$ cat config.mk
export PLATFORM = sky130hd
export DESIGN_NAME = bpp_isqrt
export DESIGN_NICKNAME = d
export VERILOG_FILES = /design/src/hdl/bpp_pkg.sv /design/src/hdl/bpp_isqrt.sv
export SDC_FILE = /design/constraint.sdc
export NUM_CORES = 2
export LEC_CHECK = 0
export BUFFER_PORTS_ARGS = -buffer_cell sky130_fd_sc_hd__buf_2
export CAP_MARGIN = 0
export CORE_MARGIN = 3
export CORE_UTILIZATION = 45
export DETAILED_ROUTE_END_ITERATION = 10
export SKIP_CTS_REPAIR_TIMING = 1
export SYNTH_ARGS = -nofsm -noshare
export SYNTH_HDL_FRONTEND = slang
export SYNTH_SLANG_ARGS = --single-unit
$ cat constraint.sdc
create_clock -name i_clk -period 4.8 [get_ports i_clk]
set_input_delay 1.2 -clock i_clk [delete_from_list [all_inputs] [get_ports i_clk]]
set_output_delay 1.2 -clock i_clk [all_outputs]
set_load 0.02 [all_outputs]
$ cat src/hdl/bpp_pkg.sv
// bpp_pkg: shared widths, transaction payload types, config register codes
// and saturation helper for the boris particle pusher
// no dependencies
package bpp_pkg;

    localparam int POS_W     = 32;
    localparam int VEL_W     = 32;
    localparam int SL_W      = 31;
    localparam int PSTEP_W   = 32;
    localparam int CELL_W    = 6;
    localparam int CFG_W     = 32;
    localparam int CFG_IDX_W = 1;

    localparam int GRID_CELLS_DEF = 64;

    localparam logic [SL_W-1:0]    SPEED_LIMIT_RST   = 31'd107374182;
    localparam logic [PSTEP_W-1:0] POSITION_STEP_RST = 32'd643950;

    // square root unit
    localparam int SQ_RAD_W  = 64;
    localparam int SQ_ROOT_W = SQ_RAD_W / 2;
    localparam int SQ_REM_W  = SQ_ROOT_W + 2;

    // wide signed range used ahead of a saturation
    localparam int WIDE_W = 40;
    localparam logic signed [WIDE_W-1:0] SAT_MAX = 40'sd2147483647;
    localparam logic signed [WIDE_W-1:0] SAT_MIN = -40'sd2147483648;

    typedef enum logic [CFG_IDX_W-1:0] {
        CFG_SPEED_LIMIT   = 1'b0,
        CFG_POSITION_STEP = 1'b1
    } t_cfg_idx;

    typedef struct packed {
        logic        [POS_W-1:0] pos_x;
        logic        [POS_W-1:0] pos_y;
        logic        [POS_W-1:0] pos_z;
        logic signed [VEL_W-1:0] vel_x;
        logic signed [VEL_W-1:0] vel_y;
        logic signed [VEL_W-1:0] vel_z;
        logic signed [VEL_W-1:0] kick_x;
        logic signed [VEL_W-1:0] kick_y;
        logic signed [VEL_W-1:0] kick_z;
        logic signed [VEL_W-1:0] rot_x;
        logic signed [VEL_W-1:0] rot_y;
        logic signed [VEL_W-1:0] rot_z;
    } t_in_item;

    typedef struct packed {
        logic        [POS_W-1:0]  new_pos_x;
        logic        [POS_W-1:0]  new_pos_y;
        logic        [POS_W-1:0]  new_pos_z;
        logic signed [VEL_W-1:0]  new_vel_x;
        logic signed [VEL_W-1:0]  new_vel_y;
        logic signed [VEL_W-1:0]  new_vel_z;
        logic                     speed_clipped;
        logic        [CELL_W-1:0] cell_x;
        logic        [CELL_W-1:0] cell_y;
        logic        [CELL_W-1:0] cell_z;
    } t_out_item;

    // clamp to the signed 32 bit range
    function automatic logic signed [VEL_W-1:0] sat32(input logic signed [WIDE_W-1:0] x);
        if (x > SAT_MAX) begin
            return SAT_MAX[VEL_W-1:0];
        end else if (x < SAT_MIN) begin
            return SAT_MIN[VEL_W-1:0];
        end
        return x[VEL_W-1:0];
    endfunction

endpackage

$ cat src/hdl/bpp_isqrt.sv
// bpp_isqrt: pipelined integer square root, one root bit per stage
// depends on bpp_pkg
module bpp_isqrt #(
    parameter int PW = 8
) (
    input  logic                           i_clk,
    input  logic                           i_rst_n,
    input  logic                           i_en,
    input  logic                           i_vld,
    input  logic [bpp_pkg::SQ_RAD_W-1:0]   i_rad,
    input  logic [PW-1:0]                  i_side,
    output logic                           o_vld,
    output logic [bpp_pkg::SQ_ROOT_W-1:0]  o_root,
    output logic [PW-1:0]                  o_side
);
    import bpp_pkg::*;

    localparam int STEPS = SQ_ROOT_W;

    logic                 w_vld  [STEPS+1];
    logic [SQ_REM_W-1:0]  w_rem  [STEPS+1];
    logic [SQ_RAD_W-1:0]  w_rad  [STEPS+1];
    logic [SQ_ROOT_W-1:0] w_root [STEPS+1];
    logic [PW-1:0]        w_side [STEPS+1];

    assign w_vld[0]  = i_vld;
    assign w_rem[0]  = '0;
    assign w_rad[0]  = i_rad;
    assign w_root[0] = '0;
    assign w_side[0] = i_side;

    for (genvar k = 0; k < STEPS; k++) begin : g_stage
        logic                 r_vld;
        logic [SQ_REM_W-1:0]  r_rem;
        logic [SQ_RAD_W-1:0]  r_rad;
        logic [SQ_ROOT_W-1:0] r_root;
        logic [PW-1:0]        r_side;
        logic [SQ_REM_W+1:0]  w_tmp;
        logic [SQ_REM_W+1:0]  w_trial;
        logic                 w_ge;

        // bring down two radicand bits, try root*4+1
        assign w_tmp   = {w_rem[k], w_rad[k][SQ_RAD_W-1 -: 2]};
        assign w_trial = {2'b00, w_root[k], 2'b01};
        assign w_ge    = w_tmp >= w_trial;

        always_ff @(posedge i_clk) begin
            if (!i_rst_n) begin
                r_vld <= 1'b0;
            end else if (i_en) begin
                r_vld <= w_vld[k];
            end
        end

        always_ff @(posedge i_clk) begin
            if (i_en) begin
                r_rem  <= w_ge ? SQ_REM_W'(w_tmp - w_trial) : w_tmp[SQ_REM_W-1:0];
                r_rad  <= {w_rad[k][SQ_RAD_W-3:0], 2'b00};
                r_root <= {w_root[k][SQ_ROOT_W-2:0], w_ge};
                r_side <= w_side[k];
            end
        end

        assign w_vld[k+1]  = r_vld;
        assign w_rem[k+1]  = r_rem;
        assign w_rad[k+1]  = r_rad;
        assign w_root[k+1] = r_root;
        assign w_side[k+1] = r_side;
    end

    assign o_vld  = w_vld[STEPS];
    assign o_root = w_root[STEPS];
    assign o_side = w_side[STEPS];

endmodule

[Yosys cells after proc, flatten, opt, wreduce, memory -nomap -nowiden]
Index checks and enable logic that the tools add are counted.
Word-level totals
  register bits after elaboration: 2831
  logic and storage cells: 253
  output and inout bits: 41
  bits of input ports: 76
Cells by class
  add/subtract/negate cells: 31
  order comparisons: 32
  multiplexer cells: 31
Operator list (count)
  $mux W34: 30
  $ge A36 B10 Y1: 1
  $ge A36 B11 Y1: 1
  $ge A36 B12 Y1: 1
  $ge A36 B13 Y1: 1
  $ge A36 B14 Y1: 1
  $ge A36 B15 Y1: 1
  $ge A36 B16 Y1: 1
  $ge A36 B17 Y1: 1
  $ge A36 B18 Y1: 1
  $ge A36 B19 Y1: 1
  $ge A36 B20 Y1: 1
  $ge A36 B21 Y1: 1
  $ge A36 B22 Y1: 1
  $ge A36 B23 Y1: 1
  $ge A36 B24 Y1: 1
  $ge A36 B25 Y1: 1
  $ge A36 B26 Y1: 1
  $ge A36 B27 Y1: 1
  $ge A36 B28 Y1: 1
  $ge A36 B29 Y1: 1
  $ge A36 B3 Y1: 1
  $ge A36 B30 Y1: 1
  $ge A36 B31 Y1: 1
  41 further kinds: 41

[Longest topological paths before layout]
  depth after elaboration: 2
  depth in mapped cells: 14

[Worst setup path before layout]
No wires, ideal clock.
  kind: register to register
  from: register g_stage[29].r_rem[1]
  to: register g_stage[30].r_rem[26] (data pin)
  buffers on the path: 1
  arrival: 3127 ps
  path slack: 1404 ps
  period minus slack after synthesis: 3396 ps
  required time: 4531 ps
  cell stages (with the launch flop): 11
  cell sequence: edfxtp_1 ha_1 o21ai_0 a21oi_1 o41ai_1 o31ai_1 a211oi_1 o31ai_1 a21oi_1 clkbuf_1 o21ai_0
On the way
  word-level cells in the longest chain between the ends: 2
  elaborated cells between the ends (all ways): 3
  those cells by class: 1 x add/sub; 1 x order compare; 1 x mux
Ends and longest elaborated chain
  start, declared: line bpp_isqrt.sv:34  | logic [SQ_REM_W-1:0] r_rem;
  start signal, assigned: line bpp_isqrt.sv:57  | r_rem <= w_ge ? SQ_REM_W'(w_tmp - w_trial) : w_tmp[SQ_REM_W-1:0];
  $sub A34 B32 Y34 or $ge A36 B32 Y1 (tied branches): line bpp_isqrt.sv:57, bpp_isqrt.sv:45
  $mux W34 *: line bpp_isqrt.sv:57
  end signal, assigned: line bpp_isqrt.sv:57
  end, declared: line bpp_isqrt.sv:34
Mark *: on every way between the ends. The rest lies on a longest branch, timed or not.
A chain may end at the register's enable or synchronous reset.

[Final worst setup path]
  from: register g_stage[29].r_rem[1]
  to: register g_stage[30].r_rem[8] (data pin)
Same word-level chain as after synthesis.

==> results.json <==
{
  "rows": 193,
  "ys_top_cells_by_area": "edfxtp_1 66%, ha_1 5.6%, xnor2_1 3.0%",
  "clockBufferDepth": 4,
  "crit_chain": "ha_1 -> o21ai_0 -> a21oi_1 -> o41ai_1 -> o31ai_1 -> a211oi_1 -> o31ai_1 -> a21oi_4 -> buf_4 -> o21ai_0",
  "final.setup.worst_slack_ns": 0.539,
  "fin_crit_sh_pct": 88.8,
  "slew_headroom_pct": 27.6,
  "critical_path_class": "flip-flop to flip-flop",
  "drc_errors": 0,
  "ctsRootBufferMaster": "clkbuf_16",
  "hold_start": "g_stage[19].r_rad[44]",
  "pre_cts_ws_ns": 0.686,
  "io_buffers": 116,
  "dieArea_um2": 286000,
  "cp.arrival_ns": 4.83,
  "final.setup.tns_ns": 0,
  "final_cell_mix": "2779 x edfxtp_1, 710 x inv_1, 571 x a21oi_1",
  "combPwrFrac_pct": 18.0,
  "grt_pass1_vias": 73000,
  "cp_max_fo": 33,
  "hpwl_mm": 180,
  "antenna_found_initial": 3,
  "max_freq_mhz": 235,
  "grt_start_max_net_pins": 110,
  "slew_viol_final": 0,
  "synth_enable_flop_cells": 2779,
  "routed_wirelength_mm": 252,
  "cts_buffers": 306,
  "fin_cells": 13700,
  "peakVddDrop_uv": 316,
  "final_common_cell": "edfxtp_1",
  "cp_num_buf_inv": 1,
  "area_delta_synth_final_pct": 12.8,
  "switching_power_mw": 18.7,
  "pin_count": 117,
  "power.leakage_nw": 53.7,
  "ys_seq_area_share_pct": 66.8,
  "swShare_pct": 27.4,
  "synthFlopType": "edfxtp_1",
  "vias": 72900,
  "syn_area_um2": 126000,
  "wire_per_inst_um": 18.5,
  "worst_slew_pin_slew_ns": 1.08,
  "rrSetupSlack_ns": 0.54,
  "reg2reg_from": "g_stage[29].r_rem[1]",
  "layout-drive-gt1-share_pct": 8.68,
  "grt_pass1_wl_mm": 400,
  "whs_path_depth": 0,
  "r2r_end": "g_stage[30].r_rem[8]",
  "initial_utilization_pct": 45.4,
  "overflow": 0,
  "synth_top_cell_area_share_pct": 66.2,
  "crit_path_start": "g_stage[29].r_rem[1]",
  "fp.dieW_um": 535,
  "finalSetupViolations": 0,
  "p_per_area_nw_per_um2": 481,
  "htree_levels": 5,
  "cp_slowest_cell": "a211oi_1",
  "crit_path_start_kind": "flip-flop",
  "final_util_pct": 51.2,
  "status": "complete, no violations",
  "min_to": "g_stage[20].r_rad[46]",
  "clock-sinks": 2811,
  "hold-worst-slack_ns": 0.396,
  "critical_path.top_delay_family": "compound AO/OA/AOI/OAI gates",
  "ys_ff_latch": 2811,
  "gp_congestion": 0.865,
  "holdCritPathClass": "flip-flop to flip-flop",
  "syn_area_per_cell_um2": 13.5,
  "drtIter0Drc": 5433,
  "rsz0062_at_grt": "false",
  "syn-num-nets": 9957,
  "power_mw": 68.4,
  "min_period_ns": 4.26,
  "cp_slowest_stage_delay_ns": 0.62,
  "finalClockSkew_ns": 0.0547,
  "vias_per_cell": 5.34,
  "finalNetCount": 10300,
  "syn_inst": 9319,
  "worst_setup_path_end_kind": "flip-flop",
  "dpl.cell_count": 13100,
  "power.share.clock_pct": 34.3,
  "yosys_warnings": 0,
  "cts_tree": "built",
  "placed_cell_area_um2": 132000,
  "design_area_um2": 142000,
  "drv_cap": 0,
  "drt_pass1_iterations": 6,
  "r2r_cells": 10,
  "ant_nets": 0,
  "synth_area_leader_cell": "edfxtp_1",
  "p_seq_share_pct": 47.7,
  "p_int_mw": 49.7,
  "hold_viol_final": 0,
  "grt.total_usage_pct": 17.4,
  "cp.required_ns": 5.37,
  "async_flop_share_pct": 0,
  "n_fill_cell": 23400,
  "die_y_um": 535,
  "cts.reportedPaths.clkPinSlew_ns": 0.06,
  "clkLatencyLatePin_ns": 0.89,
  "synth_cell_types": 94,
  "design.core.area_um2": 277000
}
[cell usage after synthesis, drive strengths merged (36+ instances only)]
cell type / instances
o21a: 101
or4: 67
or2: 50
o211ai: 44
a31oi: 53
nand3: 151
xnor2: 438
mux2: 86
nand2: 557
and3: 49
o21ai: 464
nand2b: 101
o31ai: 46
and2: 36
a21oi: 574
a21o: 229
clkbuf: 138
xor2: 417
nor2b: 107
a211oi: 40
ha: 562
nand4: 94
or3: 88
mux2i: 43
edfxtp: 2779
nor2: 527
o21bai: 54
nor3: 225
inv: 712
nor4: 127
[power groups by stage]
stage          sequential [mW]  combinational (mW)  clock [mW]
6_report                  32.6                12.3        23.4
3_3_place_gp              33.2                12.1           0
3_5_place_dp              33.2                12.3           0
5_1_grt                   32.9                13.8        25.2
4_1_cts                   32.7                12.3        24.3
2_1_floorplan             32.2                9.05           0
[sequential cells by signal, indices dropped and copies added, names as in the netlist]
name,count
g_stage.r_rem,1003
g_stage.r_rad,992
g_stage.r_root,496
g_stage.r_side,248
o_root,32
g_stage.r_vld,31
o_side,8
o_vld,1
[how the worst max path moves through the flow]
| stage | to | depth (start not counted) | slack (ns) |
|---|---|---|---|
| 2_1_floorplan | g_stage[30].r_rem[26] | 10 | 1.40 |
| 3_3_place_gp | g_stage[30].r_rem[2] | 10 | 0.73 |
| 3_5_place_dp | g_stage[30].r_rem[8] | 10 | 0.69 |
| 4_1_cts | g_stage[30].r_rem[8] | 10 | 0.65 |
| 5_1_grt | g_stage[30].r_rem[9] | 10 | 0.29 |
| 6_report | g_stage[30].r_rem[8] | 10 | 0.54 |
[logic make-up (layout without fill, tap and decap cells)]
logic type / Yosys count / count (layout) / share of synthesized area [%]
xor+xnor: 855 / 855 / 5.95
simple gates: 2276 / 2276 / 9.06
buf+inv: 873 / 1502 / 2.62
fa+ha+maj: 562 / 562 / 5.58
flops: 2811 / 2811 / 66.8
mux: 129 / 129 / 1.11
compound gates: 1812 / 1812 / 8.92
other cells: 1 / 3 / 0.00298
[routing by layer]
metal	vias to the layer above	global-route usage, %	wire, um	part of all wire (%)
met2	1485	30.5	127000	50
met1	35500	22.1	107000	42
li1	35400	-	-	-
met5	-	0	0	0
met3	527	2.11	9540	3.8
met4	0	6.31	8820	3.5
[worst reg2reg max path, delay by kind of cell (launching register included)]
kind                     cells  cell delay [ns]
adder cells (fa/ha/maj)      1             0.37
buffers and inverters        1             0.44
flip-flops                   1             0.39
AO/OA/AOI/OAI                8             2.79
[area by class of cell]
class,count,area [um2],share of cell area [%]
clock buffer,368,8000,5.63
inverter,714,2680,1.89
tap,3705,4640,3.26
clock inverter,177,2090,1.47
sequential,2811,84100,59.2
timing repair buffer,243,1940,1.36
antenna,2,5.00,0.00352
multi-input combinational,5635,38600,27.2
Power figures use the tool's default switching activity.
